### config.mk
export PLATFORM = sky130hd
export DESIGN_NAME = pcrmv_div
export DESIGN_NICKNAME = d
export VERILOG_FILES = /design/src/hw/rtl/pcrmv_pkg.sv /design/src/hw/rtl/pcrmv_div.sv
export SDC_FILE = /design/constraint.sdc
export NUM_CORES = 1
export LEC_CHECK = 0
export BUFFER_PORTS_ARGS = -buffer_cell sky130_fd_sc_hd__buf_4
export CAP_MARGIN = 20
export CORE_MARGIN = 3
export CORE_UTILIZATION = 40
export DETAILED_ROUTE_END_ITERATION = 10
export PLACE_DENSITY_LB_ADDON = 0.25
export SLEW_MARGIN = 5
export SYNTH_ARGS = -nofsm -noshare
export SYNTH_HDL_FRONTEND = slang
export SYNTH_SLANG_ARGS = --single-unit
export TNS_END_PERCENT = 1
### constraint.sdc
create_clock -name clk -period 3.4 [get_ports clk]
set_input_delay 0.34 -clock clk [delete_from_list [all_inputs] [get_ports clk]]
set_output_delay 0.34 -clock clk [all_outputs]
set_load 0.05 [all_outputs]
### src/hw/rtl/pcrmv_pkg.sv
// ----------------------------------------------------------------------------
// pcrmv_pkg
// Shared types and constants for the per-channel running mean/variance block.
// ----------------------------------------------------------------------------
package pcrmv_pkg;

	localparam int unsigned COUNT_W  = 24;
	localparam int unsigned MEAN_W   = 26;
	localparam int unsigned SPREAD_W = 60;
	localparam int unsigned OP_W     = 2;
	localparam int unsigned LINK_W   = 4;
	localparam int unsigned CHIP_W   = 6;
	localparam int unsigned CHAN_W   = 6;
	localparam int unsigned SMP_W    = 10;

	// fixed-point format: the mean is SAMPLE_BITS.FRACTION_BITS, MEAN_W wide
	localparam int unsigned SAMPLE_BITS   = 10;
	localparam int unsigned FRACTION_BITS = 16;

	localparam logic [OP_W-1:0] OP_ACC   = 2'd0;
	localparam logic [OP_W-1:0] OP_READ  = 2'd1;
	localparam logic [OP_W-1:0] OP_CLEAR = 2'd2;

	localparam logic [COUNT_W-1:0]  COUNT_MAX  = '1;
	localparam logic [SPREAD_W-1:0] SPREAD_MAX = '1;

	typedef enum logic [3:0] {
		ST_IDLE,
		ST_CLEAR,
		ST_RD,
		ST_DECIDE,
		ST_DIV,
		ST_MEAN,
		ST_MUL,
		ST_SUM,
		ST_DONE
	} state_t;

	// divider handshake
	typedef struct packed {
		logic start;
	} div_ctl_t;

	typedef struct packed {
		logic busy;
		logic done;
	} div_sts_t;

endpackage

### src/hw/rtl/pcrmv_div.sv
// ----------------------------------------------------------------------------
// pcrmv_div
// Restoring divider, one quotient bit per cycle, quotient truncated.
// ----------------------------------------------------------------------------
module pcrmv_div import pcrmv_pkg::*; #(
	parameter int unsigned NUM_W = 26,
	parameter int unsigned DEN_W = 25
) (
	input  logic             clk,
	input  logic             arst_n,
	input  div_ctl_t         ctl,
	input  logic [NUM_W-1:0] num,
	input  logic [DEN_W-1:0] den,
	output div_sts_t         sts,
	output logic [NUM_W-1:0] quo
);

	localparam int unsigned CNT_W = $clog2(NUM_W + 1);

	logic [CNT_W-1:0] cnt_q;
	logic             busy_q;
	logic             done_q;
	logic [NUM_W-1:0] quo_q;
	logic [DEN_W:0]   rem_q;
	logic [DEN_W-1:0] den_q;
	logic [DEN_W:0]   trial;
	logic [DEN_W:0]   shifted;

	// shift in the next numerator bit and try to subtract
	always_comb begin
		shifted = {rem_q[DEN_W-1:0], quo_q[NUM_W-1]};
		trial   = shifted - {1'b0, den_q};
	end

	always_ff @(posedge clk or negedge arst_n) begin
		if (!arst_n) begin
			busy_q <= 1'b0;
			done_q <= 1'b0;
			cnt_q  <= '0;
		end else begin
			done_q <= 1'b0;
			if (ctl.start) begin
				busy_q <= 1'b1;
				cnt_q  <= CNT_W'(NUM_W);
			end else if (busy_q) begin
				cnt_q <= cnt_q - 1'b1;
				if (cnt_q == CNT_W'(1)) begin
					busy_q <= 1'b0;
					done_q <= 1'b1;
				end
			end
		end
	end

	always_ff @(posedge clk) begin
		if (ctl.start) begin
			quo_q <= num;
			rem_q <= '0;
			den_q <= den;
		end else if (busy_q) begin
			if (!trial[DEN_W]) begin
				rem_q <= trial;
				quo_q <= {quo_q[NUM_W-2:0], 1'b1};
			end else begin
				rem_q <= shifted;
				quo_q <= {quo_q[NUM_W-2:0], 1'b0};
			end
		end
	end

	assign sts.busy = busy_q;
	assign sts.done = done_q;
	assign quo      = quo_q;

endmodule

* After elaboration in Yosys (flattened, before gate mapping)
Cells that the tools add are included.
Cells by class: add/subtract/negate cells 2, equality and inequality tests 1, multiplexer cells 12, reduce and logical (&&, ||, !) cells 1
Operators with widths (number):
- 26-bit 2-to-1 mux | 2
- 26-bit by 25-bit subtractor with 26-bit output | 1
- 25-bit 2-to-1 mux | 1
- 5-bit 2-to-1 mux | 2
- 1-bit 2-to-1 mux | 7
- 5-bit by 1-bit == test with 1-bit output, second input constant | 1
- 5-bit by 1-bit subtractor with 5-bit output, second input constant | 1
- 2-bit nonzero test | 1
Storage, ports and cells: register bits 83, input port bits 54, word-level logic and storage cells 22

* Logic depth before layout (Yosys ltp)
Gate-level depths: netlist of the first run.
depth after elaboration 4, gate-level depth with buffers 14, depth with buffers taken out 12

* Least setup slack after synthesis of the first run
No wires, ideal clock.
path type register to register, from register quo_q[25] (netlist: quo[25]), to register rem_q[0], setup time 0.086 ns, data arrival time 2.841 ns, data required time 3.314 ns, setup slack 0.474 ns, stages on the path, launching flop included 12, buffers on the path 1, period minus slack after synthesis 2.926 ns, cell sequence edfxtp_1 inv_1 ha_1 o21ai_1 a31oi_1 o211ai_2 o21ai_2 o31a_4 xnor2_2 buf_6 mux2_1 a211oi_1
Between the ends: cells in the longest elaborated chain, start to end 2
Ends and longest elaborated chain:
- start, declared | line pcrmv_div.sv:23 | logic [NUM_W-1:0] quo_q;
- start signal, assigned | line pcrmv_div.sv:57 | quo_q <= num;
- start signal, assigned | line pcrmv_div.sv:63 | quo_q <= {quo_q[NUM_W-2:0], 1'b1};
- start signal, assigned | line pcrmv_div.sv:66 | quo_q <= {quo_q[NUM_W-2:0], 1'b0};
- 26-bit by 25-bit subtractor with 26-bit output | line pcrmv_div.sv:32 | trial = shifted - {1'b0, den_q};
- 25-bit 2-to-1 mux (*) | line pcrmv_div.sv:61 | if (!trial[DEN_W]) begin
- end signal, assigned | line pcrmv_div.sv:62 | rem_q <= trial;
- end signal, assigned | line pcrmv_div.sv:65 | rem_q <= shifted;
- end, declared | line pcrmv_div.sv:24 | logic [DEN_W:0] rem_q;
Every way passes the cells marked *; elsewhere a longest branch is shown, timed or not. A chain may end at the register's enable or synchronous reset.

* Worst setup path after layout of the first run
from register den_q[12], to register rem_q[0]
Between the ends: cells in the longest elaborated chain, start to end 2
Ends and longest elaborated chain:
- start, declared | line pcrmv_div.sv:25 | logic [DEN_W-1:0] den_q;
- start signal, assigned | line pcrmv_div.sv:59 | den_q <= den;
- 26-bit by 25-bit subtractor with 26-bit output | line pcrmv_div.sv:32
- 25-bit 2-to-1 mux | line pcrmv_div.sv:61
Every way passes these cells.

==> impl_metrics.sql, run 1 <==
INSERT INTO impl_metrics (metric_group, metric, value, unit) VALUES
('floorplan', 'die_y', '113', 'um'),
('setup_path', 'crit_type', 'reg -> reg', ''),
('place', 'place_area', '0.00534', 'mm2'),
('clocking', 'post_cts_hold_buffer_count', '1', ''),
('grt', 'grtUsageTotal', '16.0', '%'),
('timing', 'final.hold.worst_slack', '0.163', 'ns'),
('clocking', 'clock_sink_count', '83', ''),
('timing', 'slew_viol_final', '0', ''),
('finish', 'layout.nets', '579', ''),
('finish', 'antenna_cells_inserted', '0', ''),
('timing', 'max_freq', '0.329', 'GHz'),
('synthesis', 'synth_enable_flop_cells', '51', ''),
('floorplan', 'floorplan.die.width', '113', 'um'),
('synthesis', 'netlist_instances', '416', ''),
('timing', 'rsz0062_at_grt', 'false', ''),
('place', 'routabilityCongestion', '0.916', ''),
('power_and_ir_drop', 'vdd.ir_drop.worst', '0.000309', 'V'),
('synthesis', 'async_flop_share', '8.43', '%'),
('timing', 'slew-limit-headroom', '62.3', '%'),
('floorplan', 'die_area', '0.0128', 'mm2'),
('clocking', 'cts.path.max_buffers', '2', ''),
('timing', 'minimum_clock_period_after_layout', '3.04', 'ns'),
('routing', 'route.vias.total', '3376', ''),
('routing', 'vias_per_cell', '5.26', ''),
('clocking', 'tritoncts.num_buffers', '9', ''),
('grt', 'grt_remaining_overflow', '0', ''),
('timing', 'report.final.hold_viol_count', '0', ''),
('routing', 'drt_first_pass_iters', '4', ''),
('clocking', 'tritoncts_clock_tree', 'built', ''),
('power_and_ir_drop', 'report.power.total', '0.00348', 'W'),
('finish', 'layout.cell_area.non_filler', '0.00564', 'mm2'),
('place', 'total_half_perimeter_wirelength_after_legalization_and_detailed_placement', '6990', 'um'),
('synthesis', 'post_syn_area', '0.00460', 'mm2'),
('synthesis', 'synth.ff_latch_count', '83', ''),
('setup_path', 'reg2reg_setup_slack', '0.36', 'ns'),
('clocking', 'cts_resized', '0', ''),
('routing', 'wl_per_cell', '15.1', 'um'),
('setup_path', 'cp.required', '3.67', 'ns'),
('grt', 'number_of_global_route_vias_before_repair', '3434', ''),
('finish', 'mostFrequentLayoutCells', '86 x sky130_fd_sc_hd__buf_4, 51 x sky130_fd_sc_hd__edfxtp_1, 33 x sky130_fd_sc_hd__inv_1, 33 x sky130_fd_sc_hd__nor2_1, 27 x sky130_fd_sc_hd__ha_1', ''),
('power_and_ir_drop', 'p_per_area', '616', 'mW/mm2'),
('floorplan', 'boundaryPins', '82', ''),
('timing', 'setup-violations-final', '0', ''),
('synthesis', 'yosysSeqAreaShare', '48.0', '%'),
('run_status', 'status', 'complete, no violations', ''),
('synthesis', 'synth-warning-count', '0', ''),
('finish', 'mostFrequentLayoutCell', 'sky130_fd_sc_hd__buf_4', ''),
('routing', 'first_iter_violations', '136', ''),
('timing', 'max_slew.worst_pin.slew', '0.565', 'ns'),
('setup_path', 'worstSetupStartpointType', 'register', ''),
('timing', 'post-route-period-util', '89.3', '%'),
('synthesis', 'syn-num-nets', '498', ''),
('finish', 'layout.core_utilization', '51.2', '%'),
('hold_path', 'hold_path_class', 'in -> reg', ''),
('floorplan', 'design.core.area', '0.0110', 'mm2'),
('setup_path', 'critical_path_peak_fanout', '7', ''),
('finish', 'area_growth_syn_to_layout', '22.8', '%'),
('timing', 'setup_total_negative_slack', '0', 'ns'),
('synthesis', 'post_synth_num_cell_types', '52', ''),
('timing', 'fin_worst_skew', '0.00841', 'ns'),
('setup_path', 'crit_arrival', '3.31', 'ns'),
('clocking', 'cts-htree-levels', '3', ''),
('clocking', 'clock_latency', '0.35', 'ns'),
('clocking', 'clk_pin_slew_worst_paths', '0.07', 'ns'),
('synthesis', 'ys.flop_type', 'sky130_fd_sc_hd__edfxtp_1', ''),
('routing', 'postRouteWirelength', '9670', 'um'),
('finish', 'drive_gt1_share', '26.5', '%'),
('setup_path', 'critical_path.endpoint_type', 'register', ''),
('clocking', 'clockRootBuffer', 'sky130_fd_sc_hd__clkbuf_16', ''),
('grt', 'grt_first_pass_wirelength', '16400', 'um'),
('power_and_ir_drop', 'p_leak', '2.53', 'nW'),
('flow_run', 'drv.max_cap_violation_count', '0', ''),
('floorplan', 'placement_rows', '38', ''),
('floorplan', 'initial_core_util', '41.7', '%'),
('synthesis', 'syn-mean-instance-area', '11.0', 'um2'),
('grt', 'grt_antenna_before_repair', '0', ''),
('place', 'port_buffers', '81', ''),
('routing', 'drt_drc_violations_left', '0', ''),
('routing', 'postRouteAntennaNets', '0', ''),
('grt', 'grt_max_degree', '38', ''),
('clocking', 'postCtsSetupRepairBufs', '0', '');
-- metrics by stage --
step / worst slack, ns / instances
floorplan: 0.474 / 416
global placement: 0.414 / 625
global route: 0.102 / 642
CTS: 0.333 / 642
finish: 0.364 / 642
detailed placement: 0.356 / 625
-- synthesized netlist by cell type (17+ instances only) --
library cell               instances  share of area [%]
sky130_fd_sc_hd__a211oi_1         21                3.4
sky130_fd_sc_hd__a21o_1           18                2.9
sky130_fd_sc_hd__a21oi_1          22                2.4
sky130_fd_sc_hd__dfxtp_1          25                 11
sky130_fd_sc_hd__edfxtp_1         51                 33
sky130_fd_sc_hd__ha_1             27                7.4
sky130_fd_sc_hd__inv_1            33                2.7
sky130_fd_sc_hd__mux2_2           26                6.4
sky130_fd_sc_hd__mux2i_1          20                4.4
sky130_fd_sc_hd__nand2_1          21                1.7
sky130_fd_sc_hd__nor2_1           33                2.7
sky130_fd_sc_hd__xnor2_1          17                3.2
-- worst paths after layout --
path	from	endpoint	cells after the start
worst max-delay path	den_q[12]$_DFFE_PP_	rem_q[0]$_SDFFE_PP0P_	12
worst min-delay path	den[0]	den_q[0]$_DFFE_PP_	1
worst max register to register	den_q[12]$_DFFE_PP_	rem_q[0]$_SDFFE_PP0P_	12
worst min register to register	rem_q[20]$_SDFFE_PP0P_	rem_q[20]$_SDFFE_PP0P_	2
max in group asynchronous	arst_n	cnt_q[0]$_DFFE_PN0P_	2
min in group asynchronous	arst_n	cnt_q[2]$_DFFE_PN0P_	2
-- cell families after synthesis --
group	after synthesis	share of synthesized area (%)
AO/OA/AOI/OAI	100	15.0
adder cells (fa/ha/maj)	28	7.79
multiplexers	47	11.0
AND/OR/NAND/NOR	82	8.25
flip-flops	83	48.0
buffers and inverters	51	5.06
XOR/XNOR	25	4.93
-- registers in the layout, summed over array words and instances (netlist names) --
signal,flops
busy_q,1
cnt_q,5
den_q,25
done_q,1
quo,26
rem_q,25
-- area by class of cell --
cell class	count	area, um2
clock buffer	10	229
clock inverter	6	65.1
fill	1021	5390
inverter	33	124
multi-input combinational	282	2170
sequential	83	2210
tap	140	175
timing repair buffer	88	676
-- worst max-delay path: stages, from the launching register on --
cell and delay (ns):
sky130_fd_sc_hd__edfxtp_1 0.32, sky130_fd_sc_hd__inv_1 0.04, sky130_fd_sc_hd__ha_1 0.37, sky130_fd_sc_hd__and3_1 0.24
sky130_fd_sc_hd__nand3_1 0.15, sky130_fd_sc_hd__nand2b_1 0.19, sky130_fd_sc_hd__o211ai_2 0.12, sky130_fd_sc_hd__o21ai_2 0.12
sky130_fd_sc_hd__o31a_4 0.40, sky130_fd_sc_hd__xnor2_4 0.23, sky130_fd_sc_hd__buf_4 0.23, sky130_fd_sc_hd__mux2_1 0.33
sky130_fd_sc_hd__a211oi_1 0.21
-- where the power goes --
| part | total (W) | switching, W | internal, W |
|---|---|---|---|
| registers | 0.00131 | 0.0000967 | 0.00122 |
| logic | 0.00118 | 0.000642 | 0.000540 |
| clock network | 0.000982 | 0.000413 | 0.000569 |
-- per-layer routing --
layer	track usage, %	wire, um	vias up
met5	0	0	-
met4	7.45	193	0
met3	4.76	552	13
met2	24.9	4550	77
met1	20.6	4370	1615
li1	-	-	1671
(Power assumes the default switching activity.)
==> run 2: changes to the inputs <==
BUFFER_PORTS_ARGS = unset   (was -buffer_cell sky130_fd_sc_hd__buf_4)
CTS_BUF_LIST = sky130_fd_sc_hd__clkbuf_8 sky130_fd_sc_hd__clkbuf_16   (was unset)
CTS_CLUSTER_DIAMETER = 200   (was unset)
DONT_BUFFER_PORTS = 1   (was unset)
==> run 2 against run 1 <==
  * Worst hold slack worse by 0.083 ns
  * Critical path depth stayed put
  * Clock skew decreased by 0.0015 ns
  * Combinational power down 21%
  * Cell count down 13%
  * Sequential power is 9.9% higher
==> impl_metrics.sql, run 2 (synthesis gave the netlist of run 1 again) <==
INSERT INTO impl_metrics (metric_group, metric, value, unit) VALUES
('clocking', 'clk_pin_slew_worst_paths', '0.06', 'ns'),
('run_status', 'status', 'complete, no violations', ''),
('floorplan', 'initial_core_util', '41.7', '%'),
('place', 'total_half_perimeter_wirelength_after_legalization_and_detailed_placement', '6330', 'um'),
('hold_path', 'worstHoldStart', 'ctl', ''),
('setup_path', 'crit_buf_inv', '2', ''),
('floorplan', 'die_y', '113', 'um'),
('timing', 'setup-violations-final', '0', ''),
('setup_path', 'timing.critical_path.cells', 'inv_1 > ha_1 > nand2_1 > o21ai_1 > a31oi_1 > o211ai_2 > o21ai_2 > o31a_4 > xnor2_4 > buf_4 > or4b_1 > nand3_1', ''),
('finish', 'mostFrequentLayoutCells', '51 x sky130_fd_sc_hd__edfxtp_1, 35 x sky130_fd_sc_hd__inv_1, 33 x sky130_fd_sc_hd__nor2_1', ''),
('power_and_ir_drop', 'seqPwrFrac', '43.1', '%'),
('grt', 'grt_remaining_overflow', '0', ''),
('timing', 'slew-limit-headroom', '35.8', '%'),
('power_and_ir_drop', 'power.switching_fraction', '33.1', '%'),
('grt', 'grtUsageTotal', '14.9', '%'),
('routing', 'drt_first_pass_iters', '4', ''),
('flow_run', 'drv.max_cap_violation_count', '0', ''),
('finish', 'max_ffs_per_register', '26', ''),
('floorplan', 'die_area', '0.0128', 'mm2'),
('timing', 'fin_worst_skew', '0.00694', 'ns'),
('routing', 'vias_per_cell', '5.41', ''),
('clocking', 'cts_resized', '0', ''),
('power_and_ir_drop', 'switchingPower', '0.00111', 'W'),
('finish', 'n_fill_cell', '1066', ''),
('timing', 'rsz0062_at_grt', 'false', ''),
('finish', 'mostFrequentLayoutCell', 'sky130_fd_sc_hd__edfxtp_1', ''),
('routing', 'wl_per_cell', '16.2', 'um'),
('clocking', 'cts-htree-levels', '3', ''),
('clocking', 'tritoncts.num_buffers', '9', ''),
('hold_path', 'hold_path_class', 'in -> reg', ''),
('finish', 'area_growth_syn_to_layout', '9.34', '%'),
('clocking', 'clock_sink_count', '83', ''),
('setup_path', 'critical_path_s_slowest_cell', 'sky130_fd_sc_hd__or4b_1', ''),
('setup_path', 'critical_path.endpoint_type', 'register', ''),
('setup_path', 'crit_arrival', '3.35', 'ns'),
('routing', 'first_iter_violations', '198', ''),
('power_and_ir_drop', 'power_report.internal_total', '0.00224', 'W'),
('grt', 'number_of_global_route_vias_before_repair', '2988', ''),
('place', 'place_area', '0.00472', 'mm2'),
('timing', 'final.hold.worst_slack', '0.0795', 'ns'),
('setup_path', 'crit_type', 'reg -> reg', ''),
('grt', 'globalRouteMet1Util', '19.1', '%'),
('power_and_ir_drop', 'p_leak', '2.15', 'nW'),
('routing', 'postRouteAntennaNets', '0', ''),
('setup_path', 'worstSetupStartpointType', 'register', ''),
('grt', 'grt_antenna_before_repair', '0', ''),
('routing', 'route.vias.total', '3036', ''),
('power_and_ir_drop', 'vdd.ir_drop.worst', '0.000354', 'V'),
('power_and_ir_drop', 'power.clock.fraction', '29.1', '%'),
('clocking', 'tritoncts_clock_tree', 'built', ''),
('timing', 'setup_total_negative_slack', '0', 'ns'),
('finish', 'antenna_cells_inserted', '0', ''),
('place', 'routabilityCongestion', '0.820', ''),
('clocking', 'cts.path.max_buffers', '2', ''),
('grt', 'met3_usage', '7.11', '%'),
('timing', 'max_slew.worst_pin.slew', '0.962', 'ns'),
('clocking', 'clock_latency', '0.35', 'ns'),
('setup_path', 'r2r-start', 'den_q[2]$_DFFE_PP_', ''),
('setup_path', 'critical-path-top-delay-family', 'compound AO/OA/AOI/OAI gates', ''),
('floorplan', 'boundaryPins', '82', ''),
('setup_path', 'max_stage_delay', '0.45', 'ns'),
('place', 'port_buffers', '0', ''),
('finish', 'drive_gt1_share', '12.6', '%'),
('hold_path', 'min_delay_path_depth', '1', ''),
('finish', 'layout.nets', '498', ''),
('setup_path', 'critical_path_peak_fanout', '11', ''),
('timing', 'slew_viol_final', '0', ''),
('power_and_ir_drop', 'comb_power_share', '27.8', '%'),
('grt', 'grt_first_pass_wirelength', '15200', 'um'),
('setup_path', 'r2r_end', 'rem_q[23]$_SDFFE_PP0P_', ''),
('hold_path', 'timing.hold.worst_endpoint', 'rem_q[17]$_SDFFE_PP0P_', ''),
('timing', 'max_freq', '0.327', 'GHz'),
('timing', 'minimum_clock_period_after_layout', '3.06', 'ns'),
('routing', 'drt_drc_violations_left', '0', ''),
('floorplan', 'placement_rows', '38', ''),
('floorplan', 'design.core.area', '0.0110', 'mm2'),
('setup_path', 'cp.required', '3.69', 'ns'),
('clocking', 'clockRootBuffer', 'sky130_fd_sc_hd__clkbuf_16', ''),
('grt', 'gr-usage-met2', '22.5', '%'),
('grt', 'grt_max_degree', '81', ''),
('timing', 'post-route-period-util', '90.0', '%'),
('routing', 'postRouteWirelength', '9070', 'um'),
('floorplan', 'floorplan.die.width', '113', 'um'),
('finish', 'layout.cell_area.non_filler', '0.00502', 'mm2'),
('setup_path', 'worst_reg_to_reg_cells', '12', ''),
('setup_path', 'reg2reg_setup_slack', '0.34', 'ns'),
('grt', 'global_route.peak_usage_layer', 'met2', ''),
('power_and_ir_drop', 'p_per_area', '666', 'mW/mm2'),
('timing', 'report.final.hold_viol_count', '0', '');
[run 2: cell types whose count changed in the layout (fill, tap and decap cells not counted), sizes merged]
cell and change:
buf -81, inv +2, clkbuf -1, clkinvlp -1
[run 2: per-layer routing]
metal	vias up	share of wire, %
li1	1516	-
met1	1439	46
met2	70	46
met3	11	7.2
met4	0	1.3
met5	-	0
[run 2: timing repair]
| action | 4_1_cts | 5_1_grt |
|---|---|---|
| setup buffers | 0 | 0 |
| hold buffers | 1 | 0 |
| hold endpoints to repair | 7 | 0 |
[run 2: worst max-delay path by stage]
stage,end,slack [ns],depth (start not counted),from
finish,rem_q[23]$_SDFFE_PP0P_,0.34,12,den_q[2]$_DFFE_PP_
global placement,rem_q[23]$_SDFFE_PP0P_,0.41,12,den_q[2]$_DFFE_PP_
detailed placement,rem_q[23]$_SDFFE_PP0P_,0.35,12,den_q[1]$_DFFE_PP_
global route,rem_q[11]$_SDFFE_PP0P_,0.11,12,den_q[2]$_DFFE_PP_
CTS,rem_q[23]$_SDFFE_PP0P_,0.32,12,den_q[1]$_DFFE_PP_
floorplan,rem_q[0]$_SDFFE_PP0P_,0.47,11,quo[25]$_DFFE_PP_
[run 2: power groups by stage]
stage / clock (W) / combinational, W / sequential, W
floorplan: 0 / 0.000800 / 0.00144
global placement: 0 / 0.000917 / 0.00146
detailed placement: 0 / 0.000927 / 0.00146
CTS: 0.00101 / 0.000932 / 0.00145
global route: 0.00105 / 0.00104 / 0.00146
finish: 0.000974 / 0.000931 / 0.00144
[run 2: final cells by class]
class	instances	area, um2	share of cell area (%)
Timing Repair Buffer	7	55.1	1.10
Sequential cell	83	2210	43.9
Multi-Input combinational cell	282	2170	43.1
Clock buffer	9	225	4.48
Inverter	33	124	2.47
Clock inverter	7	70.1	1.39
Tap cell	140	175	3.49
[run 2: per-stage QoR]
| step | instances | power (W) | setup WS (ns) | utilization, % |
|---|---|---|---|---|
| CTS | 561 | 0.00338 | 0.323 | 45.6 |
| detailed placement | 544 | 0.00239 | 0.354 | 42.8 |
| floorplan | 416 | 0.00224 | 0.474 | - |
| finish | 561 | 0.00335 | 0.342 | 45.6 |
| global placement | 544 | 0.00238 | 0.406 | 42.8 |
| global route | 561 | 0.00355 | 0.107 | 45.6 |
==> run 3: changes to the inputs <==
REMOVE_ABC_BUFFERS = 1   (was unset)
==> run 3 against run 2 <==
  * Critical path depth did not move
  * Register-to-register slack about the same
  * Clock-buffer cell count did not move
  * Highest routed layer unchanged
==> impl_metrics.sql, run 3 (synthesis gave the netlist of run 1 again) <==
INSERT INTO impl_metrics (metric_group, metric, value, unit) VALUES
('run_status', 'status', 'complete, no violations', ''),
('clocking', 'cts-htree-levels', '3', ''),
('routing', 'drt_drc_violations_left', '0', ''),
('setup_path', 'r2r-start', 'den_q[2]$_DFFE_PP_', ''),
('timing', 'rsz0062_at_grt', 'false', ''),
('floorplan', 'die_y', '113', 'um'),
('floorplan', 'design.core.area', '0.0110', 'mm2'),
('flow_run', 'drv.max_cap_violation_count', '0', ''),
('timing', 'fin_worst_skew', '0.0115', 'ns'),
('hold_path', 'worstHoldStart', 'ctl', ''),
('power_and_ir_drop', 'switchingPower', '0.00111', 'W'),
('hold_path', 'hold_path_class', 'in -> reg', ''),
('routing', 'postRouteWirelength', '8890', 'um'),
('finish', 'antenna_cells_inserted', '0', ''),
('finish', 'footprint_of_the_multi_input_gates', '0.00217', 'mm2'),
('power_and_ir_drop', 'power.clock.fraction', '29.2', '%'),
('finish', 'area_growth_syn_to_layout', '9.47', '%'),
('timing', 'slew_viol_final', '0', ''),
('routing', 'drt_first_pass_iters', '4', ''),
('place', 'total_half_perimeter_wirelength_after_legalization_and_detailed_placement', '6270', 'um'),
('timing', 'max_slew.worst_pin.slew', '0.948', 'ns'),
('routing', 'wl_per_cell', '15.8', 'um'),
('place', 'routabilityCongestion', '0.829', ''),
('floorplan', 'initial_core_util', '41.7', '%'),
('grt', 'grt_remaining_overflow', '0', ''),
('power_and_ir_drop', 'vdd.ir_drop.worst', '0.000460', 'V'),
('finish', 'drive_gt1_share', '12.8', '%'),
('clocking', 'clock_sink_count', '83', ''),
('finish', 'max_ffs_per_register', '26', ''),
('setup_path', 'worstSetupStartpointType', 'register', ''),
('setup_path', 'crit_type', 'reg -> reg', ''),
('setup_path', 'crit_arrival', '3.27', 'ns'),
('clocking', 'tritoncts.num_buffers', '9', ''),
('floorplan', 'boundaryPins', '82', ''),
('timing', 'postLayoutSetupSlackWorst', '0.338', 'ns'),
('setup_path', 'reg2reg_setup_slack', '0.34', 'ns'),
('floorplan', 'floorplan.die.width', '113', 'um'),
('routing', 'first_iter_violations', '108', ''),
('power_and_ir_drop', 'power_report.internal_total', '0.00225', 'W'),
('place', 'pre_cts_ws', '0.331', 'ns'),
('finish', 'layout.nets', '498', ''),
('grt', 'number_of_global_route_vias_before_repair', '3087', ''),
('timing', 'minimum_clock_period_after_layout', '3.06', 'ns'),
('place', 'dp.cells', '544', ''),
('power_and_ir_drop', 'p_per_area', '667', 'mW/mm2'),
('routing', 'vias_per_cell', '5.41', ''),
('setup_path', 'critical_path_peak_fanout', '12', ''),
('setup_path', 'critical-path-top-delay-family', 'compound AO/OA/AOI/OAI gates', ''),
('timing', 'post-route-period-util', '90.1', '%'),
('grt', 'grt_first_pass_wirelength', '14900', 'um'),
('clocking', 'clock_latency', '0.35', 'ns'),
('finish', 'layout.core_utilization', '45.6', '%'),
('setup_path', 'startpoint', 'den_q[2]$_DFFE_PP_', ''),
('place', 'port_buffers', '0', ''),
('setup_path', 'timing.critical_path.cells', 'inv_1 > ha_1 > nand2_1 > o21ai_1 > a31oi_1 > o211ai_2 > o21ai_2 > o31a_4 > xnor2_4 > buf_4 > mux2i_1 > a211oi_1', ''),
('timing', 'report.final.hold_viol_count', '0', ''),
('power_and_ir_drop', 'seqPwrFrac', '43.0', '%'),
('timing', 'slew-limit-headroom', '36.7', '%'),
('power_and_ir_drop', 'comb_power_share', '27.8', '%'),
('timing', 'setup_total_negative_slack', '0', 'ns'),
('setup_path', 'critical_path.endpoint_type', 'register', ''),
('power_and_ir_drop', 'power.switching_fraction', '33.1', '%'),
('setup_path', 'cp.required', '3.61', 'ns'),
('setup_path', 'critical_path_s_slowest_cell', 'sky130_fd_sc_hd__o31a_4', ''),
('clocking', 'tritoncts_clock_tree', 'built', ''),
('grt', 'grt_max_degree', '81', ''),
('power_and_ir_drop', 'p_leak', '2.15', 'nW'),
('clocking', 'cts.path.max_buffers', '2', ''),
('finish', 'area_of_all_sequential_standard_cells', '0.00221', 'mm2'),
('finish', 'mostFrequentLayoutCell', 'sky130_fd_sc_hd__edfxtp_1', ''),
('setup_path', 'crit_buf_inv', '2', ''),
('routing', 'postRouteAntennaNets', '0', ''),
('clocking', 'postCtsSetupRepairBufs', '0', ''),
('finish', 'instances_no_fill', '561', ''),
('floorplan', 'placement_rows', '38', ''),
('grt', 'grtUsageTotal', '14.6', '%'),
('routing', 'route.vias.total', '3033', ''),
('floorplan', 'die_area', '0.0128', 'mm2'),
('timing', 'setup-violations-final', '0', ''),
('finish', 'mostFrequentLayoutCells', '51 x sky130_fd_sc_hd__edfxtp_1, 34 x sky130_fd_sc_hd__inv_1, 33 x sky130_fd_sc_hd__nor2_1', ''),
('grt', 'grt_antenna_before_repair', '0', ''),
('clocking', 'clk_pin_slew_worst_paths', '0.06', 'ns'),
('timing', 'max_freq', '0.327', 'GHz'),
('finish', 'n_fill_cell', '1070', ''),
('clocking', 'clockRootBuffer', 'sky130_fd_sc_hd__clkbuf_16', ''),
('setup_path', 'max_stage_delay', '0.40', 'ns');
==> run 3: cell types whose count changed in the layout (fill, tap and decap cells not counted), sizes merged <==
cell / delta
clkinv: +1
clkinvlp: -1
==> run 3: worst reg2reg max path: stages (launching register included) <==
cell	delay, ns
sky130_fd_sc_hd__edfxtp_1	0.32
sky130_fd_sc_hd__inv_1	0.05
sky130_fd_sc_hd__ha_1	0.33
sky130_fd_sc_hd__nand2_1	0.07
sky130_fd_sc_hd__o21ai_1	0.23
sky130_fd_sc_hd__a31oi_1	0.18
sky130_fd_sc_hd__o211ai_2	0.27
sky130_fd_sc_hd__o21ai_2	0.12
sky130_fd_sc_hd__o31a_4	0.40
sky130_fd_sc_hd__xnor2_4	0.37
sky130_fd_sc_hd__buf_4	0.28
sky130_fd_sc_hd__mux2i_1	0.21
sky130_fd_sc_hd__a211oi_1	0.08
==> run 3: repair_timing <==
action                                  CTS  global route
endpoints found under the setup margin    0             0
resized for setup                         0             0
hold buffers                              1             0
hold endpoints to repair                  7             0
==> run 3: layout make-up <==
type                       instances  share of cell area, %
sequential                        83                   43.9
multi-input combinational        282                   43.1
clock buffer                       9                   4.48
tap                              140                   3.48
inverter                          33                   2.46
clock inverter                     7                   1.52
timing repair buffer               7                   1.09
==> run 3: metrics by stage <==
stage	instance area, um2	total power (W)	hold WS (ns)
after CTS	5030	0.00340	0.0570
after global placement	4720	0.00238	0.0446
final	5030	0.00336	0.0625
after global routing	5030	0.00357	0.0410
after detailed placement	4720	0.00239	0.0446
after floorplan	4490	0.00219	0.0444
==> run 3: path summary, 6_finish.rpt <==
path | end | cells past startpoint
setup / recovery | rem_q[10]$_SDFFE_PP0P_ | 12
hold / removal | rem_q[12]$_SDFFE_PP0P_ | 1
setup reg to reg | rem_q[10]$_SDFFE_PP0P_ | 12
hold reg to reg | rem_q[20]$_SDFFE_PP0P_ | 2
max in group asynchronous | busy_q$_DFF_PN0_ | 1
min in group asynchronous | cnt_q[4]$_DFFE_PN0P_ | 1
==> run 3: power by group through the flow <==
stage / registers, W / clock network, W / logic, W
3_3_place_gp: 0.00146 / 0 / 0.000915
6_report: 0.00144 / 0.000980 / 0.000935
3_5_place_dp: 0.00146 / 0 / 0.000931
2_1_floorplan: 0.00144 / 0 / 0.000754
4_1_cts: 0.00144 / 0.00102 / 0.000939
5_1_grt: 0.00146 / 0.00105 / 0.00105
==> run 3: layer usage <==
layer,part of all wire [%],wire [um],track usage (%)
met1,45,3980,17.5
met2,45,3960,22.4
met3,9.2,814,8.13
met4,1.5,133,4.57
met5,0,0,0
